**src/rtl/cse_pkg.sv**
```systemverilog
package cse_pkg;

	localparam int unsigned MAX_CLAUSES_DEF = 256;
	localparam int unsigned MAX_LITS_DEF    = 8;
	localparam int unsigned MAX_VARS_DEF    = 256;

	localparam int unsigned LIT_W  = 10;
	localparam int unsigned NV_W   = 9;
	localparam int unsigned KIND_W = 3;
	localparam int unsigned CNT_OUT_W = 9;

	localparam logic [KIND_W-1:0] KIND_ADD    = 3'd0;
	localparam logic [KIND_W-1:0] KIND_SET    = 3'd1;
	localparam logic [KIND_W-1:0] KIND_EVAL   = 3'd2;
	localparam logic [KIND_W-1:0] KIND_ASSIGN = 3'd3;
	localparam logic [KIND_W-1:0] KIND_CLEAR  = 3'd4;

	typedef enum logic [2:0] {
		ST_IDLE,
		ST_SWEEP,
		ST_FOLD,
		ST_ROT,
		ST_PACK,
		ST_DONE
	} state_t;

	// per-cycle commands broadcast along the clause chain
	typedef struct packed {
		logic             clear;
		logic             load;
		logic             rotate;
		logic             collapse;
		logic             clr_ct;
		logic             bcast;
		logic [LIT_W-1:0] bmag;
		logic             bbit;
	} cell_ctrl_t;

	function automatic logic [LIT_W-1:0] lit_mag(input logic [LIT_W-1:0] raw);
		lit_mag = raw[LIT_W-1] ? (~raw + 1'b1) : raw;
	endfunction

endpackage

```
**src/rtl/cse_cell.sv**
```systemverilog
module cse_cell #(
	parameter int unsigned MAXL = cse_pkg::MAX_LITS_DEF
) (
	input  logic                          clk,
	input  logic                          arst_n,
	input  cse_pkg::cell_ctrl_t           ctrl,
	input  logic                          sel,
	input  logic [MAXL*cse_pkg::LIT_W-1:0] ld_lits,
	input  logic [MAXL-1:0]               ld_lv,
	input  logic [MAXL*cse_pkg::LIT_W-1:0] up_lits,
	input  logic [MAXL-1:0]               up_lv,
	input  logic                          up_cv,
	input  logic                          up_ct,
	input  logic                          below_cv,
	output logic [MAXL*cse_pkg::LIT_W-1:0] lits,
	output logic [MAXL-1:0]               lv,
	output logic                          cv,
	output logic                          ct
);

	localparam int unsigned LW = cse_pkg::LIT_W;

	logic hit;
	logic take_up;

	// a literal made true by the broadcast variable marks the clause true
	always_comb begin
		hit = 1'b0;
		for (int j = 0; j < MAXL; j++) begin
			if (lv[j] && (cse_pkg::lit_mag(lits[j*LW +: LW]) == ctrl.bmag)
				&& (ctrl.bbit ^ lits[j*LW + LW - 1])) begin
				hit = 1'b1;
			end
		end
	end

	assign take_up = ctrl.rotate || (ctrl.collapse && !cv);

	always_ff @(posedge clk or negedge arst_n) begin
		if (!arst_n) begin
			cv <= 1'b0;
			ct <= 1'b0;
		end else if (ctrl.clear) begin
			cv <= 1'b0;
			ct <= 1'b0;
		end else if (ctrl.load && sel) begin
			cv <= 1'b1;
			ct <= 1'b0;
		end else if (take_up) begin
			cv <= up_cv;
			ct <= up_ct;
		end else if (ctrl.collapse && !below_cv) begin
			cv <= 1'b0;
		end else if (ctrl.clr_ct) begin
			ct <= 1'b0;
		end else if (ctrl.bcast) begin
			ct <= ct | hit;
		end
	end

	always_ff @(posedge clk) begin
		if (ctrl.load && sel) begin
			lits <= ld_lits;
			lv   <= ld_lv;
		end else if (take_up) begin
			lits <= up_lits;
			lv   <= up_lv;
		end
	end

endmodule

```
**config.mk**
```make
export PLATFORM = sky130hd
export DESIGN_NAME = cse_cell
export DESIGN_NICKNAME = d
export VERILOG_FILES = /design/src/rtl/cse_pkg.sv /design/src/rtl/cse_cell.sv
export SDC_FILE = /design/constraint.sdc
export NUM_CORES = 1
export LEC_CHECK = 0
export ABC_AREA = 0
export BUFFER_PORTS_ARGS = -buffer_cell sky130_fd_sc_hd__buf_2
export CAP_MARGIN = 20
export CORE_MARGIN = 5
export CORE_UTILIZATION = 49
export DETAILED_ROUTE_END_ITERATION = 12
export GPL_TIMING_DRIVEN = 0
export PLACE_DENSITY = 0.82
export SKIP_CTS_REPAIR_TIMING = 1
export SLEW_MARGIN = 20
export SYNTH_ARGS = -nofsm -noshare
export SYNTH_HDL_FRONTEND = slang
export SYNTH_SLANG_ARGS = --single-unit
```
**constraint.sdc**
```tcl
create_clock -name clk -period 3.45 [get_ports clk]
set_input_delay 0 -clock clk [delete_from_list [all_inputs] [get_ports clk]]
set_output_delay 0 -clock clk [all_outputs]
set_load 0.005 [all_outputs]
```
==> results.json <==
{
  "synth.distinct_cells": 67,
  "period_minus_slack_ns": 2.93,
  "ant_nets": 0,
  "fmaxAchievable_ghz": 0.341,
  "async_flop_share_pct": 2.22,
  "finalCritPeriodShare_pct": 84.9,
  "slowest_delay_ns": 0.48,
  "areaGrowthSynthToFinish_pct": 57.0,
  "outcome": "finished, final reports clean",
  "setup_ws_ns": 0.520,
  "netlist_area_um2": 6600,
  "maxCapViolCount": 0,
  "crit_arrival_ns": 3.15,
  "synthTopCellsByArea": "edfxtp_1 40%, mux2_2 15%, xnor2_1 9.4%, xor2_1 4.8%, nand2_1 1.7%",
  "dr.first_iter.drc_count": 610,
  "cts_root_buf": "clkbuf_16",
  "fin_nets": 1292,
  "cp_max_fo": 6,
  "powerDensity_nw_per_um2": 351,
  "dp.cells": 1070,
  "clockBufferDepth": 2,
  "hpwl_mm": 15.6,
  "synth_cells": 612,
  "grt_max_degree": 46,
  "cts_tree": "yes",
  "yosysMostFrequentCell": "mux2_2",
  "vias_per_cell": 5.64,
  "cts.sinks": 90,
  "clkSlewWorstSetupHoldPaths_ns": 0.07,
  "post_dp_cell_area_um2": 8250,
  "grt-ovfl-total": 0,
  "finalPower_mw": 3.64,
  "final_area_um2": 10400,
  "ys_top_cells_by_count": "89 x mux2_2, 88 x edfxtp_1, 71 x xnor2_1, 36 x xor2_1, 30 x nand2_1",
  "slew_headroom_pct": 25.3,
  "clk_latency_ns": 0.34,
  "worst_ir_drop_vdd_mv": 0.364,
  "drive_gt1_share_pct": 37.6,
  "synth-main-ff-cell": "edfxtp_1",
  "place_congestion": 0.900,
  "hold_path_end": "ct",
  "die_x_um": 126,
  "slowest_stage": "edfxtp_1",
  "hold_path_class": "input pin to flip-flop",
  "yosys_warnings": 0,
  "worstReg2RegEnd": "ct",
  "dieHeight_um": 126,
  "avgSynthCellArea_um2": 10.8,
  "whs_path_depth": 4,
  "cp-startpoint": "lits[31]",
  "fin_cells": 1267,
  "numCtsBuffers": 9,
  "timing.hold.ws_ns": 0.0748,
  "cp_cell_sequence": "inv_1 > ha_1 > or3b_1 > nor3_1 > mux2_2 > o2111ai_1 > nor4_4 > a2111oi_2 > o2111a_1 > a31oi_1",
  "finalSetupViolations": 0,
  "ys_seq_elements": 90,
  "ys_seq_area_share_pct": 40.8,
  "r2r_cells": 10,
  "pre_cts_ws_ns": 0.640,
  "slew_violations": 0,
  "hold_start": "up_ct",
  "io_pins": 289,
  "synth_top_area_share_pct": 40.0,
  "worstPathRequired_ns": 3.67,
  "reg2reg_slack_ns": 0.52,
  "drcViolationCount": 0,
  "worstReg2RegStart": "lits[31]",
  "drt-wirelength-per-cell_um": 20.7,
  "tightest_slew_ns": 1.12,
  "antenna_found_initial": 4,
  "io_buffers": 281,
  "syn-num-nets": 819,
  "htree_levels": 3,
  "synth_edf_count": 88,
  "core-area_um2": 13200,
  "drtPass1Iterations": 5,
  "routed_wl_mm": 26.2,
  "clock_skew_ns": 0.00871,
  "die_area_um2": 15900,
  "grt_pass1_vias": 6067,
  "vias": 7152,
  "start_util_pct": 49.8,
  "leakage_nw": 4.27,
  "critPathCaptureType": "flip-flop",
  "synth_top_area_cell": "edfxtp_1",
  "grt_pass1_wl_mm": 30.8,
  "startpoint_type": "flip-flop",
  "rows": 42,
  "criticalPathCategory": "flip-flop to flip-flop",
  "rsz0062_at_grt": "false",
  "hold_viol": 0,
  "grtUsageTotal_pct": 24.5
}
==> cells by family after synthesis <==
kind of cell             after synthesis  share of synthesized area [%]
AO/OA/AOI/OAI                        105                           10.8
multiplexers                          94                           15.9
XOR/XNOR                             107                           14.2
flip-flops                            90                           40.8
adder cells (fa/ha/maj)                8                           1.52
buffers and inverters                 58                           3.75
AND/OR/NAND/NOR                      150                           12.9
==> worst max-delay path: cells and delay by family (launching register included) <==
kind | cells | cell delay [ns]
AO/OA/AOI/OAI | 4 | 0.87
multiplexers | 1 | 0.38
adder cells (fa/ha/maj) | 1 | 0.20
AND/OR/NAND/NOR | 3 | 0.78
buffers and inverters | 1 | 0.11
flip-flops | 1 | 0.48
==> placed cells by master (no fill, tap or decap), drive strengths merged, types with 2 or more instances in the layout <==
cell type and n:
o2111ai 4, dfrtp 2, nor3b 3, edfxtp 88
mux2 89, ha 8, nand3 17, a21oi 20
clkbuf 30, a2111oi 2, a32oi 2, nor4b 4
a311oi 4, a211oi 6, nor2 27, o31ai 12
buf 293, o22ai 3, o21ai 20, nand4 8
nor4 14, xnor2 71, a21boi 2, mux2i 5
nand3b 3, o32ai 3, xor2 36, inv 30
o41ai 2, dlygate4sd3 180, or2 4, nand2b 4
nor2b 5, or4 5, nor3 14, clkinv 2
a31oi 14, nand2 30, or3 6
==> area by class of cell <==
class / count / area [um^2]
Multi-Input combinational cell: 464 / 3670
Tap cell: 176 / 220
Sequential cell: 90 / 2690
Antenna cell: 1 / 2.50
Fill cell: 764 / 2880
Clock inverter: 6 / 73.8
Timing Repair Buffer: 462 / 3230
Clock buffer: 10 / 229
Inverter: 27 / 101
Buffer: 31 / 146
==> power by group <==
group	switching, mW	internal, mW
Clock	0.437	0.573
Combinational	0.534	0.627
Sequential	0.136	1.34
Total	1.11	2.53
==> stage by stage <==
stage	utilization, %	TNS (ns)
after floorplan	-	0
after global placement	62.1	-22.63
after detailed placement	62.3	0
after CTS	64.6	0
after global routing	78.2	0
final	78.2	0
==> registers in the layout, summed over array words and instances, names as in the netlist <==
register  count
lits         80
ct            1
cv            1
lv            8
==> worst max-delay path by stage <==
stage | endpoint | slack (ns) | cells after the start
after floorplan | lits[0] | 0.51 | 3
after global placement | lits[68] | -0.26 | 3
after detailed placement | ct | 0.64 | 10
after CTS | ct | 0.59 | 10
after global routing | ct | 0.46 | 10
final | ct | 0.52 | 10
==> routing by layer <==
layer / share of wire, % / routed length, um / global-route usage [%] / vias up
met5: 0.32 / 85 / 0 / -
met4: 5.4 / 1420 / 10.0 / 7
met3: 8.6 / 2260 / 7.11 / 113
met2: 52 / 13600 / 43.0 / 439
met1: 34 / 8800 / 27.9 / 3357
li1: - / - / - / 3236
Power figures use the tool's default switching activity.
