### src/rtl/cse_ram.sv
module cse_ram #(
	parameter int unsigned WIDTH = 1,
	parameter int unsigned DEPTH = 256,
	parameter int unsigned AW    = (DEPTH > 1) ? $clog2(DEPTH) : 1
) (
	input  logic             clk,
	input  logic             we,
	input  logic [AW-1:0]    waddr,
	input  logic [WIDTH-1:0] wdata,
	input  logic [AW-1:0]    raddr,
	output logic [WIDTH-1:0] rdata
);

	logic [WIDTH-1:0] mem_q [DEPTH];

	always_ff @(posedge clk) begin
		if (we) begin
			mem_q[waddr] <= wdata;
		end
		rdata <= mem_q[raddr];
	end

endmodule

### config.mk
export PLATFORM = sky130hd
export DESIGN_NAME = cse_ram
export DESIGN_NICKNAME = d
export VERILOG_FILES = /design/src/rtl/cse_ram.sv
export SDC_FILE = /design/constraint.sdc
export NUM_CORES = 1
export LEC_CHECK = 0
export BUFFER_PORTS_ARGS = -buffer_cell sky130_fd_sc_hd__buf_2
export CAP_MARGIN = 15
export CORE_ASPECT_RATIO = 1.4
export CORE_MARGIN = 2
export CORE_UTILIZATION = 45
export CTS_CLUSTER_DIAMETER = 100
export DETAILED_ROUTE_END_ITERATION = 8
export HOLD_SLACK_MARGIN = 0.03
export PLACE_DENSITY = 0.73
export REMOVE_ABC_BUFFERS = 1
export SLEW_MARGIN = 20
export SYNTH_ARGS = -nofsm -noshare
export SYNTH_HDL_FRONTEND = slang
export SYNTH_SLANG_ARGS = --single-unit
### constraint.sdc
create_clock -name clk -period 2.3 [get_ports clk]
set_input_delay 0.46 -clock clk [delete_from_list [all_inputs] [get_ports clk]]
set_output_delay 0.46 -clock clk [all_outputs]
set_load 0.01 [all_outputs]
==> results of run 1 <==
[cells by family (layout without fill, tap and decap cells)]
logic type,Yosys count,count (layout),synth area share
AO/OA/AOI/OAI,50,50,0.03115
buffers and inverters,57,131,0.02496
flip-flops,257,257,0.6926
multiplexers,94,94,0.1319
other,0,2,0
AND/OR/NAND/NOR,330,330,0.1194
[per-layer routing]
| metal | wire (um) | global-route usage | vias up |
|---|---|---|---|
| li1 | - | - | 3024 |
| met1 | 9507 | 0.2379 | 3439 |
| met2 | 13660 | 0.3648 | 247 |
| met3 | 1484 | 0.02744 | 61 |
| met4 | 983 | 0.07573 | 0 |
| met5 | 0 | 0 | - |
[stage by stage]
| stage | cells | power (uW) | setup TNS, ns | utilization | hold slack (ns) |
|---|---|---|---|---|---|
| final | 1179 | 9412 | 0 | 0.5204 | 0.3671 |
| after floorplan | 732 | 5497 | 0 | - | 0.5589 |
| after detailed placement | 1136 | 5851 | -0.2091 | 0.4915 | 0.8624 |
| after global routing | 1178 | 9640 | 0 | 0.5203 | 0.3794 |
| after global placement | 1136 | 5841 | -0.2752 | 0.4915 | 0.8728 |
| after CTS | 1177 | 9455 | 0 | 0.5202 | 0.3341 |
[sequential cells by signal, indices dropped and copies added (netlist names)]
signal  flops
rdata       1
mem_q     256
[area by class of cell]
class | count | area (um^2) | share of cell area
multi-input combinational | 474 | 3143 | 0.2465
clock buffer | 26 | 586.8 | 0.04602
tap | 315 | 394.1 | 0.03091
clock inverter | 15 | 116.4 | 0.009126
antenna | 2 | 5.005 | 0.0003925
sequential | 257 | 7707 | 0.6045
inverter | 1 | 3.754 | 0.0002944
timing repair buffer | 89 | 794.5 | 0.06231
[tightest hold or removal path: stages]
cell      delay [ns]
buf_2           0.13
a311oi_1        0.05
a22oi_1         0.17
[power by group through the flow]
stage / Clock, uW / Sequential (uW) / Combinational (uW)
6_report: 3660 / 5160 / 586
5_1_grt: 3850 / 5160 / 625
4_1_cts: 3700 / 5160 / 588
3_5_place_dp: 0 / 5260 / 587
3_3_place_gp: 0 / 5260 / 578
2_1_floorplan: 0 / 5270 / 232
[Yosys cell counts (all sizes together), types with 2 or more instances]
cell	instances
a22o	6
buf	17
o21ai	2
nor4	5
clkbuf	39
nor2	268
a22oi	8
mux2i	51
a31oi	3
mux4	42
a21oi	2
nor2b	9
nand2	23
nor3	3
nand3b	3
a2111oi	2
o22ai	23
nand3	12
a311oi	2
edfxtp	256
[worst paths after layout]
kind              cells after the start    end  slack, ns
hold reg to reg                       5  rdata       1.02
setup reg to reg                      6  rdata       0.18
hold / removal                        3  rdata       0.37
setup / recovery                      6  rdata       0.18
[placed cells by master, fill, tap and decap left out, drive strengths merged, types with 12 or more instances in the layout]
cell and n:
clkbuf 26, o22ai 23, nand3 12, mux2i 51, clkinv 12, nor2 268
edfxtp 256, nand2 23, buf 89, mux4 42
==> results.tsv, run 1 <==
metric	value	unit
final instance area	12750	um^2
DP HPWL	16.43	mm
die area	26020	um^2
top-area cell type share of the netlist area	0.6908	
cts repair resizes	0	
final WL	25.64	mm
switching power	1963	uW
crit-path max cell delay	0.48	ns
DR WL/cell	21.74	um
Cells after Synth	788	
cell internal pwr	7449	uW
Max Cap Viol	0	
Final Max Tran Viols	0	
Startpoint Class	register	
placed instance area	12040	um^2
Ports	20	
Max-slew headroom	0.5782	
Final ANT Viol Nets	0	
crit path max fanout	1	
status	finished clean	
delay-heaviest family, CP	multiplexers	
Clock Skew	0.006245	ns
pin count of the biggest net entering global routing	75	
worst endpoint data arrival time	2.49	ns
HP Class	input port to register	
chip height	190.1	um
clock-pin transition on the worst setup and hold timing paths	0.07	ns
Post-synth EDFFs	256	
sequential area share after synthesis	0.6926	
GR Overflow Total	0	
Cell variety after synth	35	
switching share of power	0.2086	
Layout area overhead	14.58	%
via count	6771	
Crit path top cell by count	mux4_2	
FFs w/ async S/R, synth	0	
Worst-Margin Slew	0.6304	ns
Placer Congestion	0.8294	
Slowest cell on crit path	mux4_2	
layout cells sized above 1	0.1868	
post-synth top area cell	edfxtp_1	
Post-CTS Setup Bufs	0	
CP required	2.67	ns
Logic pwr share	0.062	
Setup violations, final	0	
cell area after synthesis	11130	um^2
top cells by area, synth	edfxtp_1 69%, nor2_1 9.0%, mux4_2 8.5%, mux2i_1 4.6%, clkbuf_1 1.3%	
fin crit period	2.116	ns
CTS Buf Count	23	
H-tree depth reported by CTS	1	
setup ws final	0.1836	ns
DR pass1 iterations	5	
TritonCTS clock tree	yes	
worst hold start	raddr[7]	
clock latency on the worst-skew pair	0.51	ns
reg2reg start	mem_q[215]	
Clock Sinks	257	
CP bufs+invs	0	
PortBufs	19	
antenna violations before repair	2	
YS warnings	0	
worst path cell trace	mux4_2, mux4_2, mux2i_1, o22ai_1, a21oi_1, a22oi_1	
CORE AREA	24500	um^2
DRC violations left	0	
endpoints failing hold	0	
number of global-route vias before repair	6847	
clk buf depth	3	
Final #Nets	865	
Die X-Extent	136.9	um
post-place setup slack	-0.2091	ns
crit path launch	mem_q[215]	
part of the cycle the worst path needs	0.9202	
clock root cell	clkbuf_16	
P_leak	0.004014	uW
Iteration-0 DRC Markers	638	
clock network power share	0.389	
Rows	68	
first-pass GRT wire length	38.79	mm
GRT Overall Usage	0.2002	
total power density per cell area	738.1	nW/um^2
via density per instance	5.743	
Crit Path Category	register to register	
Syn Area/Cell	14.12	um^2
Initial Utilization	0.4541	
flops & latches, synth	257	
Top FF cell, synth	edfxtp_1	
RSZ-0062 raised after global routing	false	
Worst setup EP type	register	
Flop pwr share	0.548	
Max VDD drop	0.5178	mV
Post-CTS Hold Fix Bufs	0	
Max Clk Rate	472.5	MHz
filler instances	2034	
Note: power is estimated with default switching activity, not from simulation.
==> run 2, diff against run 1 <==
--- a/config.mk
+++ b/config.mk
@@ -14,7 +14,6 @@
 export DETAILED_ROUTE_END_ITERATION = 8
 export HOLD_SLACK_MARGIN = 0.03
 export PLACE_DENSITY = 0.73
-export REMOVE_ABC_BUFFERS = 1
 export SLEW_MARGIN = 20
 export SYNTH_ARGS = -nofsm -noshare
 export SYNTH_HDL_FRONTEND = slang
==> run 2 against run 1 <==
  * Clock skew increased by 0.0010 ns
  * Utilization decreased by 0.44 points
  * Worst setup slack got worse by 0.013 ns
  * Power decreased by 1.1%
  * First-iteration DRC count decreased by 4.9%
  * Critical endpoint unchanged
  * Largest cell class unchanged
  * Hold slack got worse by 0.026 ns
  * Global-route usage decreased by 0.25 points
  * Die area unchanged
  * Sequential cell count unchanged
==> results.tsv, run 2 (same netlist as run 1, synthesis figures left out) <==
metric	value	unit
DP HPWL	15.80	mm
DR pass1 iterations	5	
Worst-Margin Slew	0.6364	ns
pin count of the biggest net entering global routing	102	
part of the cycle the worst path needs	0.9258	
DRC violations left	0	
largest reg by FF count	mem_q	
clk buf depth	3	
end point of the critical path	rdata	
total power density per cell area	735.9	nW/um^2
Final #Nets	865	
status	finished clean	
Max Cap Viol	0	
HP Class	input port to register	
H-tree depth reported by CTS	1	
filler instances	2055	
crit path max fanout	1	
post-place setup slack	-0.2732	ns
final instance area	12640	um^2
worst endpoint data arrival time	2.52	ns
endpoints failing hold	0	
clock latency on the worst-skew pair	0.50	ns
post-layout util	0.5159	
Placer Congestion	0.8372	
Die X-Extent	136.9	um
Worst R2R End	rdata	
antenna violations before repair	1	
RSZ-0062 raised after global routing	false	
Largest register FFs	256	
crit-path max cell delay	0.47	ns
fin crit period	2.129	ns
clock root cell	clkbuf_16	
die area	26020	um^2
most frequent cells in the layout	268 x nor2_1, 256 x edfxtp_1, 68 x buf_4, 51 x mux2i_1, 42 x mux4_2	
chip height	190.1	um
Syn Nets	807	
first-pass GRT wire length	38.50	mm
TritonCTS clock tree	yes	
Initial Utilization	0.4541	
Ports	20	
Sequential Area	7707	um^2
Startpoint Class	register	
Clock Skew	0.007289	ns
Final Max Tran Viols	0	
Post-CTS Setup Bufs	0	
CP required	2.69	ns
Crit path top cell by count	mux4_2	
Setup violations, final	0	
via density per instance	5.720	
Final ANT Viol Nets	0	
worst path cell trace	mux4_2, mux4_2, mux2i_1, o22ai_1, a21oi_1, a22oi_1	
PortBufs	19	
Crit Path Category	register to register	
Iteration-0 DRC Markers	607	
setup ws final	0.1707	ns
GRT Overall Usage	0.1977	
clock-pin transition on the worst setup and hold timing paths	0.07	ns
Max-slew headroom	0.5747	
largest registers	mem_q x256, rdata x1	
reg2reg start	mem_q[210]	
GR Overflow Total	0	
Layout area overhead	13.60	%
Max Clk Rate	469.6	MHz
cts repair resizes	0	
Worst setup EP type	register	
Max VDD drop	0.7707	mV
DR WL/cell	21.16	um
CORE AREA	24500	um^2
Slowest cell on crit path	mux4_2	
layout cells sized above 1	0.1963	
placed instance area	11950	um^2
number of global-route vias before repair	6827	
Reg2Reg Setup Slack	0.17	ns
Rows	68	
P_leak	0.003986	uW
final WL	24.91	mm
crit path launch	mem_q[210]	
CTS Buf Count	22	
Post-CTS Hold Fix Bufs	0	
area of the multi-input gates	3143	um^2
Reg2Reg Depth	6	
most common cell after layout, fill and taps aside	nor2_1	
via count	6732	
Clock Sinks	257	
==> run 2: how the worst min path moves through the flow <==
| stage | to | cells after the start | slack [ns] | from |
|---|---|---|---|---|
| after floorplan | mem_q[0] | 0 | 0.56 | wdata |
| after global placement | rdata | 3 | 0.84 | raddr[7] |
| after detailed placement | rdata | 3 | 0.85 | raddr[7] |
| after CTS | rdata | 3 | 0.33 | raddr[7] |
| after global routing | mem_q[115] | 1 | 0.37 | wdata |
| final | rdata | 3 | 0.34 | raddr[7] |
==> run 2: per-layer routing <==
| metal | global-route usage | routed length [um] | vias to the layer above |
|---|---|---|---|
| met5 | 0 | 0 | - |
| met4 | 0.06027 | 647 | 0 |
| met3 | 0.02025 | 1386 | 43 |
| met2 | 0.3485 | 13100 | 246 |
| met1 | 0.2578 | 9770 | 3425 |
| li1 | - | - | 3018 |
==> run 2: area by class of cell <==
class,instances,share of cell area
Inverter,1,0.0002969
Timing Repair Buffer,90,0.05552
Tap cell,315,0.03118
Sequential cell,257,0.6097
Antenna cell,1,0.0001979
Clock inverter,15,0.008709
Clock buffer,24,0.04582
Multi-Input combinational cell,474,0.2486
==> run 2: critical path: cells and delay by family, from the launching register on <==
| family | cells | cell delay (ns) |
|---|---|---|
| AO/OA/AOI/OAI | 3 | 0.48 |
| multiplexers | 3 | 1.13 |
| flip-flops | 1 | 0.41 |
==> run 2: through the flow <==
| stage | hold WS [ns] | cells | TNS [ns] | total power [uW] |
|---|---|---|---|---|
| 2_1_floorplan | 0.5589 | 788 | 0 | 5572 |
| 3_3_place_gp | 0.8413 | 1137 | -0.2585 | 5816 |
| 3_5_place_dp | 0.8483 | 1137 | -0.2732 | 5826 |
| 4_1_cts | 0.3294 | 1176 | 0 | 9344 |
| 5_1_grt | 0.3724 | 1176 | 0 | 9548 |
| 6_report | 0.3415 | 1177 | 0 | 9304 |
==> run 2: power breakdown <==
group          internal (uW)  switching, uW
clock network           1950           1630
registers               5160           4.42
logic                    223            339
