<file path="config.mk">
export PLATFORM = sky130hd
export DESIGN_NAME = cse_head
export DESIGN_NICKNAME = d
export VERILOG_FILES = /design/src/rtl/cse_pkg.sv /design/src/rtl/cse_head.sv
export SDC_FILE = /design/constraint.sdc
export NUM_CORES = 1
export LEC_CHECK = 0
export CAP_MARGIN = 20
export CORE_AREA = 5 5 125 68
export DETAILED_ROUTE_END_ITERATION = 8
export DIE_AREA = 0 0 130 73
export DONT_BUFFER_PORTS = 1
export PLACE_DENSITY = 0.66
export SYNTH_ARGS = -nofsm -noshare
export SYNTH_HDL_FRONTEND = slang
export SYNTH_SLANG_ARGS = --single-unit
</file>
<file path="constraint.sdc">
create_clock -name vclk -period 3.7
set_input_delay 0.185 -clock vclk [all_inputs]
set_output_delay 0.185 -clock vclk [all_outputs]
set_load 0.02 [all_outputs]
</file>
<file path="src/rtl/cse_pkg.sv">
package cse_pkg;

	localparam int unsigned MAX_CLAUSES_DEF = 256;
	localparam int unsigned MAX_LITS_DEF    = 8;
	localparam int unsigned MAX_VARS_DEF    = 256;

	localparam int unsigned LIT_W  = 10;
	localparam int unsigned NV_W   = 9;
	localparam int unsigned KIND_W = 3;
	localparam int unsigned CNT_OUT_W = 9;

	localparam logic [KIND_W-1:0] KIND_ADD    = 3'd0;
	localparam logic [KIND_W-1:0] KIND_SET    = 3'd1;
	localparam logic [KIND_W-1:0] KIND_EVAL   = 3'd2;
	localparam logic [KIND_W-1:0] KIND_ASSIGN = 3'd3;
	localparam logic [KIND_W-1:0] KIND_CLEAR  = 3'd4;

	typedef enum logic [2:0] {
		ST_IDLE,
		ST_SWEEP,
		ST_FOLD,
		ST_ROT,
		ST_PACK,
		ST_DONE
	} state_t;

	// per-cycle commands broadcast along the clause chain
	typedef struct packed {
		logic             clear;
		logic             load;
		logic             rotate;
		logic             collapse;
		logic             clr_ct;
		logic             bcast;
		logic [LIT_W-1:0] bmag;
		logic             bbit;
	} cell_ctrl_t;

	function automatic logic [LIT_W-1:0] lit_mag(input logic [LIT_W-1:0] raw);
		lit_mag = raw[LIT_W-1] ? (~raw + 1'b1) : raw;
	endfunction

endpackage

</file>
<file path="src/rtl/cse_head.sv">
module cse_head #(
	parameter int unsigned MAXL = cse_pkg::MAX_LITS_DEF
) (
	input  logic [MAXL*cse_pkg::LIT_W-1:0] lits,
	input  logic [MAXL-1:0]               lv,
	input  logic                          cv,
	input  logic [cse_pkg::LIT_W-1:0]     amag,
	input  logic                          aneg,
	output logic [MAXL-1:0]               o_lv,
	output logic                          keep,
	output logic                          empties
);

	localparam int unsigned LW = cse_pkg::LIT_W;

	logic            sat;
	logic [MAXL-1:0] hitm;

	always_comb begin
		sat  = 1'b0;
		hitm = '0;
		for (int j = 0; j < MAXL; j++) begin
			if (lv[j] && (cse_pkg::lit_mag(lits[j*LW +: LW]) == amag)) begin
				if (lits[j*LW + LW - 1] == aneg) begin
					sat = 1'b1;
				end else begin
					hitm[j] = 1'b1;
				end
			end
		end
	end

	// drop falsified literals; a clause emptied by them is dropped and poisons the formula
	assign o_lv    = lv & ~hitm;
	assign empties = cv && !sat && (|hitm) && (o_lv == '0);
	assign keep    = cv && !sat && !empties;

endmodule

</file>
==> flow_summary_export.csv, run 1 <==
group,metric,value,unit
synthesis,syn_area,3140,µm²
sta,period_minus_slack,3.12,ns
min_path,min_from,"lv[7]",
detailed_routing,routed_wl,10400,µm
synthesis,yosysWarnings,0,
cts,hold_buffers,0,
sta,slew_headroom,50.6,%
power,combPwrFrac,100.0,%
cts,post_cts_buffers,0,
global_route,grt_max_degree,21,
global_route,grt-ovfl-total,0,
global_route,grt_pass1_wl,16100,µm
place,dp_slack,0.613,ns
synthesis,syn-num-nets,538,
worst_setup_path,crit_slowest_cell,"or4_1",
sta,hold_viol,0,
worst_setup_path,cp-end-kind,"output pin",
sta,drv_slew,0,
worst_setup_path,critPathMaxStageDelay,0.60,ns
global_route,antenna_found_initial,0,
detailed_routing,vias,3259,
global_route,grt_pass1_vias,3035,
min_path,hold_class,"input pin to output pin",
floorplan,die_w,130,µm
global_route,grt_usage,20.9,%
run,maxCapViolations,0,
place,dp_cells,511,
power,powerDensity,97.7,nW/µm²
floorplan,die_h,73,µm
place,port_buffers,0,
worst_setup_path,path_cells,"or4_1, o31ai_1, xnor2_1, nand3_1, a2111oi_2, a21boi_0, buf_4, and4bb_1, o31ai_1, nor3_1, buf_4",
floorplan,core_area,7480,µm²
outcome,outcome,"complete, no violations",
sta,worst_pin_slew,0.734,ns
power,p_clk_share,0,%
sta,finalSetupViolCount,0,
synthesis,synth_cells,430,
finish,num_antenna_cells,0,
power,p_int,0.161,mW
detailed_routing,ant_nets,0,
detailed_routing,wl_per_cell,20.3,µm
floorplan,row_count,23,
detailed_routing,vias_per_cell,6.38,
sta,layout_setup_ws,0.582,ns
worst_setup_path,path_max_fanout,4,
floorplan,die_area,9490,µm²
finish,final_cells,511,
place,place.gp.congestion,0.857,
worst_setup_path,crit_required,3.51,ns
finish,final_util,42.2,%
sta,setup-tns-final,0,ns
detailed_routing,first_pass_iters,4,
power,leakage,0.954,nW
worst_setup_path,crit_arrival,2.93,ns
place,dp_hpwl,8490,µm
detailed_routing,drtIter0Drc,237,
worst_setup_path,crit_path_start_kind,"input pin",
sta,holdWs,0.536,ns
sta,fin_crit_sh,84.3,%
power,power,0.308,mW
finish,layout.nets,521,
detailed_routing,remaining_drc_errors,0,
synthesis,synth-seq-area-share,0,%
power,seqPwrFrac,0,%
finish,seq_cells,0,
power,swShare,47.7,%
cts,cts-resized-gates,0,
synthesis,ys_types,66,
finish,seqCellArea,0,µm²
power,peakVddDrop,0.0405,mV
finish,design_area,3150,µm²
finish,drive_gt1_share,6.08,%
synthesis,avgSynthCellArea,7.30,µm²
worst_setup_path,cp_num_buf_inv,2,
worst_setup_path,startpoint,"lits[20]",
sta,rsz0062_at_grt,"false",
place,placedInstanceArea,3150,µm²
finish,clock_buffers,0,
floorplan,start_util,41.9,%
floorplan,pin_count,110,
finish,areaGrowthSynthToFinish,0.518,%
power,power.net_switching,0.147,mW
sta,max_freq,321,MHz
worst_setup_path,crit_type,"input pin to output pin",
worst_setup_path,crit_family,"simple AND/OR/NAND/NOR gates",
power groups by stage:
stage	clock [mW]	combinational, mW	sequential, mW
2_1_floorplan	0	0.303	0
3_3_place_gp	0	0.300	0
3_5_place_dp	0	0.305	0
4_1_cts	0	0.308	0
5_1_grt	0	0.340	0
6_report	0	0.308	0
logic make-up after synthesis:
logic type / synth area share, %
and+or+nand+nor: 31.3
buffers and inverters: 6.94
muxes: 4.23
AOI/OAI and AO/OA: 25.3
adders and majority gates: 3.19
xor gates and xnor gates: 29.0
per-layer routing:
| layer | global-route usage [%] | share of wire (%) |
|---|---|---|
| met5 | 0 | 0 |
| met2 | 31.2 | 41 |
| met4 | 1.27 | 0.70 |
| met3 | 4.68 | 11 |
| met1 | 31.7 | 47 |
cells in the final DEF (no fill, tap or decap), types with 5 or more instances in the layout:
| cell | Yosys | routed |
|---|---|---|
| xnor2_1 | 80 | 80 |
| ha_1 | 8 | 8 |
| and3_1 | 5 | 5 |
| a21oi_1 | 20 | 20 |
| nor4_1 | 12 | 12 |
| nor2b_1 | 10 | 10 |
| or4_1 | 9 | 9 |
| nand4_1 | 9 | 9 |
| inv_1 | 23 | 23 |
| mux2i_1 | 11 | 11 |
| o31a_1 | 5 | 5 |
| o31ai_1 | 22 | 22 |
| nand3_1 | 9 | 9 |
| a211oi_1 | 7 | 7 |
| nand2_1 | 17 | 17 |
| o41ai_1 | 6 | 6 |
| o21ai_0 | 16 | 16 |
| nor2_1 | 16 | 16 |
| o211ai_1 | 7 | 7 |
| or3_1 | 6 | 6 |
| xor2_1 | 24 | 24 |
| nor3_1 | 17 | 17 |
synthesized netlist by cell type, drive strengths merged, types with 2 or more instances:
master / n / share of area [%]
a21oi: 20 / 3.2
and3: 5 / 1.0
inv: 23 / 2.8
o311a: 2 / 0.64
nand2: 17 / 2.0
or4: 12 / 3.2
nor2: 16 / 1.9
o21a: 2 / 0.48
nor4: 17 / 5.2
xnor2: 80 / 22
ha: 8 / 3.2
a31oi: 4 / 0.80
clkbuf: 10 / 1.5
a32oi: 3 / 0.84
buf: 12 / 2.7
o21ai: 17 / 2.7
a21boi: 2 / 0.48
or3b: 7 / 2.0
nand3: 9 / 1.4
xor2: 24 / 6.7
or4b: 2 / 0.64
o211ai: 7 / 1.7
nand4: 9 / 1.8
nor3b: 5 / 1.4
nor4b: 4 / 1.1
o41ai: 7 / 2.2
nand4b: 2 / 0.56
nand2b: 4 / 0.80
nor3: 18 / 3.0
mux2i: 11 / 3.5
o31a: 5 / 1.4
mux2: 2 / 0.72
or3: 6 / 1.2
a211oi: 7 / 1.7
o31ai: 22 / 5.3
nor2b: 10 / 2.0
and4bb: 2 / 0.80
cell type report:
class | count | area, µm²
Tap cell | 100 | 125
Timing Repair Buffer | 3 | 22.5
Multi-Input combinational cell | 385 | 2920
Fill cell | 789 | 4330
Inverter | 23 | 86.3
final timing paths:
path  endpoint  slack (ns)  cells past startpoint
max    empties        0.58                     11
min    o_lv[7]        0.54                      1
Power figures use the tool's default switching activity.
==> run 2: changes to the inputs <==
--- a/config.mk
+++ b/config.mk
@@ -10,7 +10,7 @@
 export DETAILED_ROUTE_END_ITERATION = 8
 export DIE_AREA = 0 0 130 73
 export DONT_BUFFER_PORTS = 1
-export PLACE_DENSITY = 0.66
+export PLACE_DENSITY = 0.68
 export SYNTH_ARGS = -nofsm -noshare
 export SYNTH_HDL_FRONTEND = slang
 export SYNTH_SLANG_ARGS = --single-unit
==> constraint.sdc (replaced) <==
create_clock -name vclk -period 2.52
set_input_delay 0.126 -clock vclk [all_inputs]
set_output_delay 0.126 -clock vclk [all_outputs]
set_load 0.02 [all_outputs]
==> run 2 against run 1 <==
Effect of this change: the run now ends with negative setup slack left; routed wire length grew 11%; final cell count increased by 11%; die area unchanged; via count up 9.7%; hold slack lost 0.046 ns; critical endpoint unchanged; largest cell class unchanged; highest routed layer unchanged.
==> flow_summary_export.csv, run 2 (synthesized netlist as in run 1, its figures left out) <==
group,metric,value,unit
detailed_routing,wl_per_cell,20.3,µm
sta,fin_crit_sh,108,%
floorplan,core_area,7480,µm²
sta,max_freq,367,MHz
power,combPwrFrac,100.0,%
finish,final_cell_mix,"80 x xnor2_1, 54 x buf_4, 24 x xor2_1",
detailed_routing,vias,3576,
sta,layout_setup_ws,-0.203,ns
worst_setup_path,crit_slowest_cell,"or4_1",
floorplan,start_util,41.9,%
sta,worst_pin_slew,0.556,ns
power,seqPwrFrac,0,%
sta,period_minus_slack,2.72,ns
detailed_routing,remaining_drc_errors,0,
finish,layout.nets,575,
worst_setup_path,crit_arrival,2.60,ns
power,p_clk_share,0,%
worst_setup_path,path_cells,"or4_1, nor4b_2, xnor2_1, nand4_1, o41a_1, nor2_2, and4bb_1, o31ai_2, nor3_2, buf_4",
finish,seq_cells,0,
finish,drive_gt1_share,25.8,%
place,place.gp.congestion,0.907,
global_route,grt_max_degree,21,
global_route,grt_pass1_vias,3345,
finish,num_antenna_cells,0,
place,placedInstanceArea,3560,µm²
global_route,grt_usage,22.3,%
floorplan,die_area,9490,µm²
worst_setup_path,critPathMaxStageDelay,0.57,ns
run,maxCapViolations,0,
worst_setup_path,cp-end-kind,"output pin",
worst_setup_path,path_max_fanout,4,
power,p_int,0.307,mW
finish,seqCellArea,0,µm²
floorplan,row_count,23,
min_path,hold_class,"input pin to output pin",
sta,rsz0062_at_grt,"true",
floorplan,pin_count,110,
detailed_routing,drtIter0Drc,305,
place,port_buffers,0,
detailed_routing,routed_wl,11500,µm
floorplan,die_w,130,µm
detailed_routing,vias_per_cell,6.33,
worst_setup_path,crit_path_start_kind,"input pin",
global_route,grt-ovfl-total,0,
floorplan,die_h,73,µm
power,peakVddDrop,0.0665,mV
detailed_routing,first_pass_iters,5,
power,power.net_switching,0.257,mW
global_route,antenna_found_initial,0,
outcome,violations,"negative setup slack",
sta,slew_headroom,62.5,%
outcome,outcome,"finished, violations left",
sta,hold_viol,0,
cts,hold_buffers,0,
sta,drv_slew,0,
sta,finalSetupViolCount,2,
sta,holdWs,0.490,ns
worst_setup_path,crit_type,"input pin to output pin",
finish,final_common_cell,"xnor2_1",
power,swShare,45.6,%
power,leakage,1.28,nW
place,dp_hpwl,8960,µm
sta,setup-tns-final,-0.404,ns
finish,areaGrowthSynthToFinish,23.2,%
global_route,grt_pass1_wl,17100,µm
detailed_routing,ant_nets,0,
finish,clock_buffers,0,
worst_setup_path,crit_required,2.39,ns
power,powerDensity,146,nW/µm²
finish,fill_cells,741,
finish,design_area,3870,µm²
==> run 2: cell types whose count changed in the layout (fill, tap and decap cells not counted), moves of 5 or more <==
| cell | previous run | this run |
|---|---|---|
| buf_4 | 3 | 54 |
| o31ai_1 | 22 | 15 |
| nor4_1 | 12 | 7 |
| o31ai_2 | 0 | 5 |
| o41ai_1 | 6 | 1 |
| or3b_4 | 0 | 5 |
==> run 2: routing by layer <==
metal / GRT usage, % / share of wire, % / vias to the layer above
met5: 0 / 0 / -
met4: 3.11 / 1.7 / 0
met3: 6.51 / 13 / 22
met2: 33.9 / 42 / 189
met1: 32.0 / 44 / 1661
li1: - / - / 1704
==> run 2: repair_timing <==
| action | CTS | global route |
|---|---|---|
| pin swaps | 12 | 12 |
| buffers inserted | 4 | 3 |
| endpoints found under the setup margin | 2 | 2 |
| resized for setup | 25 | 29 |
==> run 2: path summary, 6_finish.rpt <==
path | from | end | slack, ns | depth (start not counted)
max | lits[40] | empties | -0.20 | 10
min | lv[0] | o_lv[0] | 0.49 | 3
==> run 2: final cells by class <==
| cell class | instances | area (µm²) | area share (%) |
|---|---|---|---|
| tap | 100 | 125 | 3.24 |
| multi-input combinational | 385 | 3200 | 82.7 |
| inverter | 23 | 104 | 2.69 |
| timing repair buffer | 57 | 439 | 11.4 |
==> run 2: power groups by stage <==
stage,clock network [mW],logic (mW),registers (mW)
detailed placement,0,0.506,0
floorplan,0,0.450,0
finish,0,0.564,0
global route,0,0.617,0
CTS,0,0.535,0
global placement,0,0.490,0
==> run 2: critical path: cells and delay by family <==
kind,cells,cell delay [ns]
buf+inv,1,0.16
compound gates,2,0.52
simple gates,6,1.62
xor+xnor,1,0.16
==> run 2: per-stage QoR <==
stage / cells / utilization, % / worst slack (ns) / power (mW)
2_1_floorplan: 430 / - / -0.122 / 0.450
3_3_place_gp: 559 / 47.6 / -0.277 / 0.490
3_5_place_dp: 559 / 47.6 / -0.365 / 0.506
4_1_cts: 562 / 49.4 / -0.227 / 0.535
5_1_grt: 565 / 51.7 / -0.332 / 0.617
6_report: 565 / 51.7 / -0.203 / 0.564
==> run 3: changes to the inputs <==
--- a/config.mk
+++ b/config.mk
@@ -6,11 +6,11 @@
 export NUM_CORES = 1
 export LEC_CHECK = 0
 export CAP_MARGIN = 20
-export CORE_AREA = 5 5 125 68
+export CORE_AREA = 5 5 107 59
 export DETAILED_ROUTE_END_ITERATION = 8
-export DIE_AREA = 0 0 130 73
+export DIE_AREA = 0 0 112 64
 export DONT_BUFFER_PORTS = 1
-export PLACE_DENSITY = 0.68
+export PLACE_DENSITY_LB_ADDON = 0.3
 export SYNTH_ARGS = -nofsm -noshare
 export SYNTH_HDL_FRONTEND = slang
 export SYNTH_SLANG_ARGS = --single-unit
==> constraint.sdc (replaced) <==
create_clock -name vclk -period 2.52
set_input_delay 0.378 -clock vclk [all_inputs]
set_output_delay 0.378 -clock vclk [all_outputs]
set_load 0.02 [all_outputs]
==> run 3 against run 2 <==
Effect of this change: the run still ends with negative setup slack left; flip-flop and latch count unchanged; via count is 6.9% higher; non-clock buffer count is 18 higher.
==> flow_summary_export.csv, run 3 (synthesized netlist as in run 1, its figures left out) <==
group,metric,value,unit
finish,num_antenna_cells,0,
sta,worst_pin_slew,0.580,ns
power,powerDensity,153,nW/µm²
finish,final_cell_mix,"80 x xnor2_1, 66 x buf_4, 24 x xor2_1",
sta,drv_slew,0,
sta,fin_crit_sh,130,%
sta,finalSetupViolCount,10,
finish,seqCellArea,0,µm²
worst_setup_path,critPathMaxStageDelay,0.41,ns
power,seqPwrFrac,0,%
finish,final_util,80.2,%
detailed_routing,first_pass_iters,5,
power,p_int,0.351,mW
global_route,antenna_found_initial,0,
global_route,grt_pass1_wl,18200,µm
global_route,grt_usage,30.1,%
global_route,met3_usage,6.60,%
global_route,grt_max_degree,21,
power,peakVddDrop,0.0933,mV
outcome,violations,"negative setup slack",
worst_setup_path,crit_required,2.14,ns
detailed_routing,routed_wl,12100,µm
sta,period_minus_slack,3.27,ns
global_route,busiest_layer,"met2",
worst_setup_path,crit_arrival,2.90,ns
place,port_buffers,0,
place,dp_hpwl,8470,µm
global_route,grt-ovfl-total,0,
floorplan,start_util,59.7,%
power,leakage,1.44,nW
floorplan,row_count,19,
worst_setup_path,crit_slowest_cell,"or3b_4",
detailed_routing,ant_nets,0,
finish,seq_cells,0,
floorplan,die_area,7170,µm²
global_route,gr-usage-met1,39.9,%
finish,drive_gt1_share,34.0,%
detailed_routing,remaining_drc_errors,0,
floorplan,core_area,5250,µm²
worst_setup_path,crit_type,"input pin to output pin",
detailed_routing,drtIter0Drc,411,
global_route,grt_pass1_vias,3678,
worst_setup_path,path_cells,"inv_1, ha_1, or3b_4, buf_4, o31ai_4, xnor2_1, nand2_1, o31a_1, nand2b_1, and4bb_1, o31ai_4, nor3_2, buf_4",
sta,rsz0062_at_grt,"true",
worst_setup_path,cp-end-kind,"output pin",
floorplan,die_w,112,µm
power,swShare,45.3,%
worst_setup_path,path_max_fanout,5,
finish,areaGrowthSynthToFinish,34.2,%
power,power.net_switching,0.291,mW
finish,final_common_cell,"xnor2_1",
finish,clock_buffers,0,
sta,max_freq,305,MHz
finish,multi_input_area,3400,µm²
power,p_clk_share,0,%
global_route,met2_usage,51.0,%
min_path,hold_class,"input pin to output pin",
sta,hold_viol,0,
cts,hold_buffers,0,
sta,slew_headroom,60.9,%
run,maxCapViolations,0,
place,place.gp.congestion,0.918,
sta,layout_setup_ws,-0.755,ns
power,combPwrFrac,100.0,%
detailed_routing,vias_per_cell,6.87,
detailed_routing,wl_per_cell,21.8,µm
place,dp_cells,543,
finish,final_cells,556,
floorplan,pin_count,110,
finish,layout.nets,593,
finish,fill_cells,352,
floorplan,die_h,64,µm
detailed_routing,vias,3821,
outcome,outcome,"finished, violations left",
worst_setup_path,crit_path_start_kind,"input pin",
==> run 3: cell types whose count changed in the layout (fill, tap and decap cells not counted), sizes merged <==
cell / previous run / this run
buf: 57 / 75
==> run 3: layer usage <==
| metal | wire [µm] | part of all wire [%] |
|---|---|---|
| met1 | 4850 | 40 |
| met2 | 5510 | 45 |
| met3 | 1580 | 13 |
| met4 | 170 | 1.4 |
| met5 | 0 | 0 |
==> run 3: critical path: cells and delay by family <==
family / cells / cell delay, ns
adder cells (fa/ha/maj): 1 / 0.16
buffers and inverters: 3 / 0.39
AO/OA/AOI/OAI: 3 / 0.60
AND/OR/NAND/NOR: 5 / 1.18
XOR/XNOR: 1 / 0.20
==> run 3: path summary, 6_finish.rpt <==
check,end,slack (ns),start,cells past startpoint
hold / removal,o_lv[0],0.95,lv[0],3
setup / recovery,empties,-0.75,lits[71],13
==> run 3: power by group through the flow <==
stage	registers (mW)	logic, mW	clock network, mW
floorplan	0	0.451	0
global placement	0	0.511	0
detailed placement	0	0.530	0
CTS	0	0.593	0
global route	0	0.690	0
finish	0	0.642	0
==> run 3: repair_timing <==
action,in CTS,in global routing
setup endpoints to repair,10,10
buffers inserted,10,7
pin swaps,38,16
endpoints found under the hold margin,0,0
gates resized for setup,79,29
==> run 3: area by class of cell <==
cell class | instances | area share [%]
repair buffers | 75 | 14.2
inverters | 23 | 2.88
multi-input cells | 385 | 80.8
well taps | 73 | 2.17
==> run 3: per-stage QoR <==
stage	cell area [µm²]	power, mW	hold WS [ns]	TNS, ns	setup WS (ns)
6_report	4210	0.642	0.946	-2.21	-0.755
5_1_grt	4210	0.690	0.954	-2.95	-0.847
4_1_cts	4030	0.593	0.945	-1.74	-0.670
3_5_place_dp	3620	0.530	0.991	-2.95	-0.801
3_3_place_gp	3620	0.511	0.986	-2.50	-0.725
2_1_floorplan	3190	0.451	0.882	-1.14	-0.626
